==> src/hdl/isii_ram.sv <==
`timescale 1ns / 1ps
// ----------------------------------------------------------------------------
// isii_ram
// Simple dual-port RAM: one write port, one read port, registered read data.
// ----------------------------------------------------------------------------
module isii_ram #(
    parameter int WIDTH = 8,
    parameter int DEPTH = 16
) (
    input  logic                     clk,
    input  logic                     wr_en,
    input  logic [$clog2(DEPTH)-1:0] wr_addr,
    input  logic [WIDTH-1:0]         wr_data,
    input  logic                     rd_en,
    input  logic [$clog2(DEPTH)-1:0] rd_addr,
    output logic [WIDTH-1:0]         rd_data
);

    logic [WIDTH-1:0] mem [DEPTH];
    logic [WIDTH-1:0] rd_data_reg;

    // Write port
    always_ff @(posedge clk)
    begin
        if (wr_en)
        begin
            mem[wr_addr] <= wr_data;
        end
    end

    // Read port, old data on a same-address collision
    always_ff @(posedge clk)
    begin
        if (rd_en)
        begin
            rd_data_reg <= mem[rd_addr];
        end
    end

    assign rd_data = rd_data_reg;

endmodule

==> config.mk <==
export PLATFORM = sky130hd
export DESIGN_NAME = isii_ram
export DESIGN_NICKNAME = d
export VERILOG_FILES = /design/src/hdl/isii_ram.sv
export SDC_FILE = /design/constraint.sdc
export NUM_CORES = 1
export LEC_CHECK = 0
export BUFFER_PORTS_ARGS = -buffer_cell sky130_fd_sc_hd__buf_4
export CORE_ASPECT_RATIO = 0.5
export CORE_MARGIN = 2
export CORE_UTILIZATION = 30
export CTS_BUF_LIST = sky130_fd_sc_hd__clkbuf_4 sky130_fd_sc_hd__clkbuf_8 sky130_fd_sc_hd__clkbuf_16
export CTS_CLUSTER_SIZE = 8
export DETAILED_ROUTE_END_ITERATION = 8
export SLEW_MARGIN = 25
export SYNTH_ARGS = -nofsm -noshare
export SYNTH_HDL_FRONTEND = slang
export SYNTH_SLANG_ARGS = --single-unit
==> constraint.sdc <==
create_clock -name clk -period 2.5 [get_ports clk]
set_input_delay 0.375 -clock clk [delete_from_list [all_inputs] [get_ports clk]]
set_output_delay 0.375 -clock clk [all_outputs]
set_load 0.1 [all_outputs]
After elaboration in Yosys (flattened, before gate mapping)
Memory sizes are Yosys's and may differ from the RTL's. A register that Yosys moved wholly into a read port is not among the register bits. Cells that the tools add are included.

Register bits: 0. Bits in latches: 0. Memory bits (writable): 128. ROM bits: 0. Input bits: 19. Output and inout port bits: 8. Word-level logic and storage cells: 3. Memories: 1.

Memory list: mem (words 16, width 8, read ports 1, clocked after memory_dff 1, write ports 1, line 19) `logic [WIDTH-1:0] mem [DEPTH];`.

Add/subtract/negate cells: 0. Multiply operators: 0. Divide/modulo/power cells: 0. $lt $le $gt $ge: 0. Equality and inequality tests: 0. Shifts and indexed selects: 0. Mux-type cells: 2. Bitwise operators: 0. Reduce and logical (&&, ||, !) cells: 0.

Operators with widths (number): two-way mux 1 bit (2).

Logic depth before layout (Yosys ltp)
Gate-level depths: netlist of run 1.

Word-level depth: 2. Depth in mapped cells: 5. Depth with buffers taken out: 3.

Worst setup path after synthesis of run 1
Ideal clock, no wire load.

Path type: input to register. Start point: input port wr_addr[2]. End point: memory mem[0][0], enable pin. Library setup time: 383 ps. Data arrival time: 1485 ps. Data required time: 2117 ps. Setup slack: 632 ps. Stages: 2. Path buffers: 0. Cell sequence: or3b_2 > nor3_1.

RTL lines: start: declaration (line 12) `input logic [$clog2(DEPTH)-1:0] wr_addr,`; end: declaration (line 19).

No word-level cell before the write port.

==> out/qor.yml, run 1 <==
run_status:
  status: "complete, no violations"
clock_tree:
  clk_latency_ns: 0.40
  htree_levels: 4
  clk_pin_slew_ns: 0.06
  cts.sinks: 136
  cts_root_buf: "clkbuf_16"
  cts_tree: "yes"
  ctsResizeCount: 0
  cts_buffers: 17
  clockBufferDepth: 2
  post_cts_buffers: 0
  holdBufCountCts: 0
synthesis:
  async_flop_share_pct: 0
  yosysUniqueCellTypes: 18
  ys_top_cells_by_area: "edfxtp_1 78%, mux4_2 7.8%, mux4_1 7.0%, a22oi_1 2.3%, nor2_1 0.93%"
  synth_warnings: 0
  synth_top_cell_by_area: "edfxtp_1"
  synth_nets: 248
  syn_inst: 229
  yosys.cell_count.top_type: "edfxtp_1"
  synth.avg_cell_area_sq_um: 22.83
  synth_seq_cells: 136
  ys.flop_type: "edfxtp_1"
  syn-cell-area_sq_um: 5228
  synth_common_cells: "136 x edfxtp_1, 18 x mux4_2, 16 x a22oi_1"
  seq_area_frac_synth_pct: 78.12
  synth_edf_count: 136
  netlist.area_leader.share_pct: 78.12
critical_path:
  crit_slowest_cell: "mux4_1"
  crit_family: "multiplexers"
  crit_arrival_ns: 1.75
  cp_data_required_time_ns: 2.65
  start_kind: "input port"
  critPathCaptureType: "register"
  critical_path.max_fanout: 17
  cp_cell_sequence: "buf_4 -> buf_12 -> mux4_1 -> a22oi_1 -> nand2_1"
  max_stage_delay_ns: 0.55
  worst-path-buf-inv: 2
  path_class: "input port to register"
sta:
  hold_viol: 0
  post-route-period-util_pct: 64.16
  period_minus_slack_ns: 1.604
  tns_ns: 0
  finClkSkew_ns: 0.006580
  timing.hold.ws_ns: 0.2778
  timing.fmax_mhz: 623.4
  setup_viol: 0
  rsz0062_at_grt: "false"
  finalMaxSlewViolations: 0
  worst_pin_slew_ns: 0.8473
  relSlewSlack_pct: 43.31
global_routing:
  grt_first_pass_wirelength_um: 15100
  grt_overflow: 0
  grt_pass1_vias: 2563
  grt_antenna_before_repair: 0
  grtUsageTotal_pct: 11.17
  grt_max_degree: 33
layout:
  final_layout_size_suffix_gt1_share_pct: 29.55
  fillCellCount: 1518
  largest_register_ffs: 128
  finalInstanceArea_sq_um: 6404
  multi_input_area_sq_um: 1057
  seq_area_sq_um: 4084
  syn2layout_area_growth_pct: 22.50
  fin_nets: 297
  num_antenna_cells: 0
run:
  drv_cap: 0
routing:
  ant_nets: 0
  drt_iter0_drc: 216
  firstDrtPassIters: 5
  wl_per_cell_um: 18.69
  route.detailed.drc: 0
  num_vias: 2461
  vias_per_cell: 4.688
  drt-total-wl_um: 9814
placement:
  io_buffers: 26
  place_congestion: 0.6846
  dpl.hpwl_um: 6481
  post_dp_cell_area_sq_um: 5747
power_and_ir_drop:
  leakage_nw: 2.121
  total_power_mw: 5.629
  power_per_cell_area_nw_per_um2: 879.0
  vdd_drop_max_mv: 0.4516
floorplan:
  start_util_pct: 30.34
  core-area_sq_um: 17230
  dieWidth_um: 190.7
  rows: 34
  die_y_um: 97.34
  pin_count: 27
  dieArea_sq_um: 18560
hold_path:
  hold_path_class: "input port to register"
==> where the power goes <==
group          internal [mW]  switching, mW  leakage (nW)
logic                  0.111          0.207         0.574
clock network           1.85          0.872         0.311
registers               2.57         0.0153          1.24
total                   4.54           1.09          2.12
==> per-stage QoR <==
stage | utilization, % | std cells | worst slack (ns)
detailed placement | 33.36 | 493 | 0.4436
floorplan | - | 229 | 0.6321
finish | 37.17 | 525 | 0.8960
global placement | 33.36 | 493 | 0.4655
global route | 37.17 | 525 | 0.8304
CTS | 37.17 | 525 | 0.8725
==> layout by cell type (no fill, tap or decap), drive strengths merged, types with 2 or more instances in the layout <==
cell	instances
a22oi	16
buf	40
bufinv	6
clkbuf	17
clkinv	7
clkinvlp	2
edfxtp	136
mux4	32
nand2	9
nand2b	2
nand3b	2
nor2	13
nor3	4
==> per-layer routing <==
metal	vias up	wire [um]	track usage [%]	part of all wire, %
li1	1083	-	-	-
met1	1305	4263	14.74	43
met2	64	5007	18.21	51
met3	9	474	2.817	4.8
met4	0	68	3.518	0.69
met5	-	0	0	0
==> path summary, 6_finish.rpt <==
check	start	endpoint	slack (ns)	depth (start not counted)
hold reg to reg	mem[6][6]$_DFFE_PP_	rd_data[6]$_DFFE_PP_	0.76	3
setup / recovery	rd_addr[0]	rd_data[4]$_DFFE_PP_	0.90	5
setup reg to reg	mem[5][0]$_DFFE_PP_	rd_data[0]$_DFFE_PP_	0.99	3
hold / removal	wr_data[6]	mem[13][6]$_DFFE_PP_	0.28	1
==> layout make-up <==
cell class              count  share of cell area, %
clock buffers              17                  6.643
repair buffers             40                  4.885
multi-input cells          83                  16.51
well taps                 234                  4.572
flip-flops and latches    136                  63.77
clock inverters            15                  3.615
==> cells by family after synthesis <==
| kind of cell | count (synthesis) | synth area share (%) |
|---|---|---|
| flip-flops | 136 | 78.12 |
| AND/OR/NAND/NOR | 35 | 3.136 |
| multiplexers | 32 | 14.79 |
| AO/OA/AOI/OAI | 16 | 2.298 |
| buffers and inverters | 10 | 1.651 |
(Power assumes the default switching activity.)
==> run 2: changes to the inputs <==
- clock period: 2.5 -> 1.55 ns (I/O delays scaled with it)
==> out/qor.yml, run 2 (synthesis results as in run 1) <==
power_and_ir_drop:
  internal_power_mw: 6.871
  power_per_cell_area_nw_per_um2: 1341
  seqPwrFrac_pct: 48.1
  leakage_nw: 2.161
  clockPowerShare_pct: 45.5
  swShare_pct: 20.85
  vdd_drop_max_mv: 0.5485
  power_frac_comb_pct: 6.4
  p_switching_mw: 1.810
sta:
  timing.fmax_mhz: 667.8
  rsz0062_at_grt: "false"
  hold_viol: 0
  relSlewSlack_pct: 48.10
  tns_ns: 0
  period_minus_slack_ns: 1.497
  post-route-period-util_pct: 96.61
  worst_pin_slew_ns: 0.7769
  setup_viol: 0
  finClkSkew_ns: 0.004497
  finalMaxSlewViolations: 0
routing:
  firstDrtPassIters: 4
  num_vias: 2518
  drt-total-wl_um: 10330
  wl_per_cell_um: 19.31
  ant_nets: 0
  drt_iter0_drc: 237
  vias_per_cell: 4.707
  route.detailed.drc: 0
critical_path:
  cp_cell_sequence: "mux4_2 -> a22oi_1 -> nand2_1"
  path_class: "register to register"
  cp_data_required_time_ns: 1.70
  ff2ff_setup_slack_ns: 0.05
  critPathCaptureType: "register"
  start_kind: "register"
  crit_slowest_cell: "mux4_2"
  max_stage_delay_ns: 0.46
  critical_path.max_fanout: 1
  crit_arrival_ns: 1.65
floorplan:
  dieWidth_um: 190.7
  die_y_um: 97.34
  pin_count: 27
  rows: 34
  start_util_pct: 30.34
  dieArea_sq_um: 18560
  core-area_sq_um: 17230
global_routing:
  grt_max_degree: 24
  grt_overflow: 0
  grtUsageTotal_pct: 11.93
  grt_antenna_before_repair: 0
  grt_pass1_vias: 2599
  grt_first_pass_wirelength_um: 15750
layout:
  fillCellCount: 1537
  final_cell_mix: "136 x edfxtp_1, 46 x buf_4, 18 x mux4_2, 17 x clkbuf_16, 14 x mux4_1"
  syn2layout_area_growth_pct: 23.86
  finalInstanceArea_sq_um: 6475
  final_layout_size_suffix_gt1_share_pct: 34.55
  fin_nets: 307
  largest_register_ffs: 128
  num_antenna_cells: 0
  fin_util_pct: 37.58
  layout_commonest_cell: "edfxtp_1"
clock_tree:
  clk_pin_slew_ns: 0.06
  clk_latency_ns: 0.41
  htree_levels: 4
  clockBufferDepth: 2
  cts_tree: "yes"
  cts_buffers: 17
  cts.sinks: 136
  cts_root_buf: "clkbuf_16"
run_status:
  status: "complete, no violations"
placement:
  place_congestion: 0.7427
  io_buffers: 26
  dpl.hpwl_um: 6773
  post_dp_cell_area_sq_um: 5864
hold_path:
  hold_path_class: "input port to register"
run:
  drv_cap: 0
==> run 2: cell count changes in the layout (fill, tap and decap cells not counted) <==
| cell | before | now |
|---|---|---|
| a22oi_1 | 16 | 12 |
| clkinv_2 | 0 | 4 |
| nor3_2 | 0 | 1 |
| clkbuf_4 | 0 | 1 |
| a22oi_2 | 0 | 4 |
| bufinv_16 | 6 | 3 |
| nor3_1 | 4 | 3 |
| clkinvlp_4 | 2 | 3 |
| buf_12 | 1 | 4 |
| clkinv_1 | 5 | 2 |
| buf_4 | 39 | 46 |
==> run 2: path summary, 6_finish.rpt <==
kind                         from                    to  cells past startpoint
max reg2reg  mem[10][7]$_DFFE_PP_  rd_data[7]$_DFFE_PP_                      3
max          mem[10][7]$_DFFE_PP_  rd_data[7]$_DFFE_PP_                      3
min                    wr_data[4]   mem[8][4]$_DFFE_PP_                      1
min reg2reg  mem[10][6]$_DFFE_PP_  rd_data[6]$_DFFE_PP_                      3
==> run 2: metrics by stage <==
stage | instances | power (mW) | hold slack, ns | setup slack, ns
2_1_floorplan | 229 | 4.577 | 0.3314 | 0.03509
3_3_place_gp | 503 | 4.788 | 0.5366 | -0.2602
3_5_place_dp | 503 | 4.805 | 0.5559 | -0.2468
4_1_cts | 535 | 8.739 | 0.1241 | 0.02306
5_1_grt | 535 | 8.962 | 0.1272 | 0.0002618
6_report | 535 | 8.681 | 0.1334 | 0.05252
==> run 2: power groups by stage <==
stage	clock [mW]	combinational (mW)	sequential, mW
2_1_floorplan	0	0.209	4.37
3_3_place_gp	0	0.544	4.24
3_5_place_dp	0	0.557	4.25
4_1_cts	4.01	0.558	4.17
5_1_grt	4.19	0.594	4.18
6_report	3.95	0.558	4.17
==> run 2: per-layer routing <==
metal	vias to the layer above	GRT usage, %	wire length, um
met5	-	0	0
met4	0	3.936	125
met3	15	3.467	359
met2	56	19.27	5058
met1	1349	15.50	4787
li1	1098	-	-
==> run 2: cell type report <==
cell class	instances	area, sq um	share of cell area [%]
Clock buffer	18	432.9	6.686
Tap cell	234	292.8	4.522
Timing Repair Buffer	50	425.4	6.570
Sequential cell	136	4084	63.07
Clock inverter	14	157.7	2.435
Multi-Input combinational cell	83	1082	16.72
==> run 2: critical path, delay by kind of cell, from the launching register on <==
| family | cells | cell delay [ns] |
|---|---|---|
| AND/OR/NAND/NOR | 1 | 0.08 |
| flip-flops | 1 | 0.37 |
| AO/OA/AOI/OAI | 1 | 0.32 |
| multiplexers | 1 | 0.46 |
==> run 2: timing repair <==
action                                  in CTS  in global routing
hold buffers                                 0                  0
setup buffers                                0                  0
endpoints found under the setup margin       0                  4
resized for setup                            0                  4
endpoints found under the hold margin        0                  0
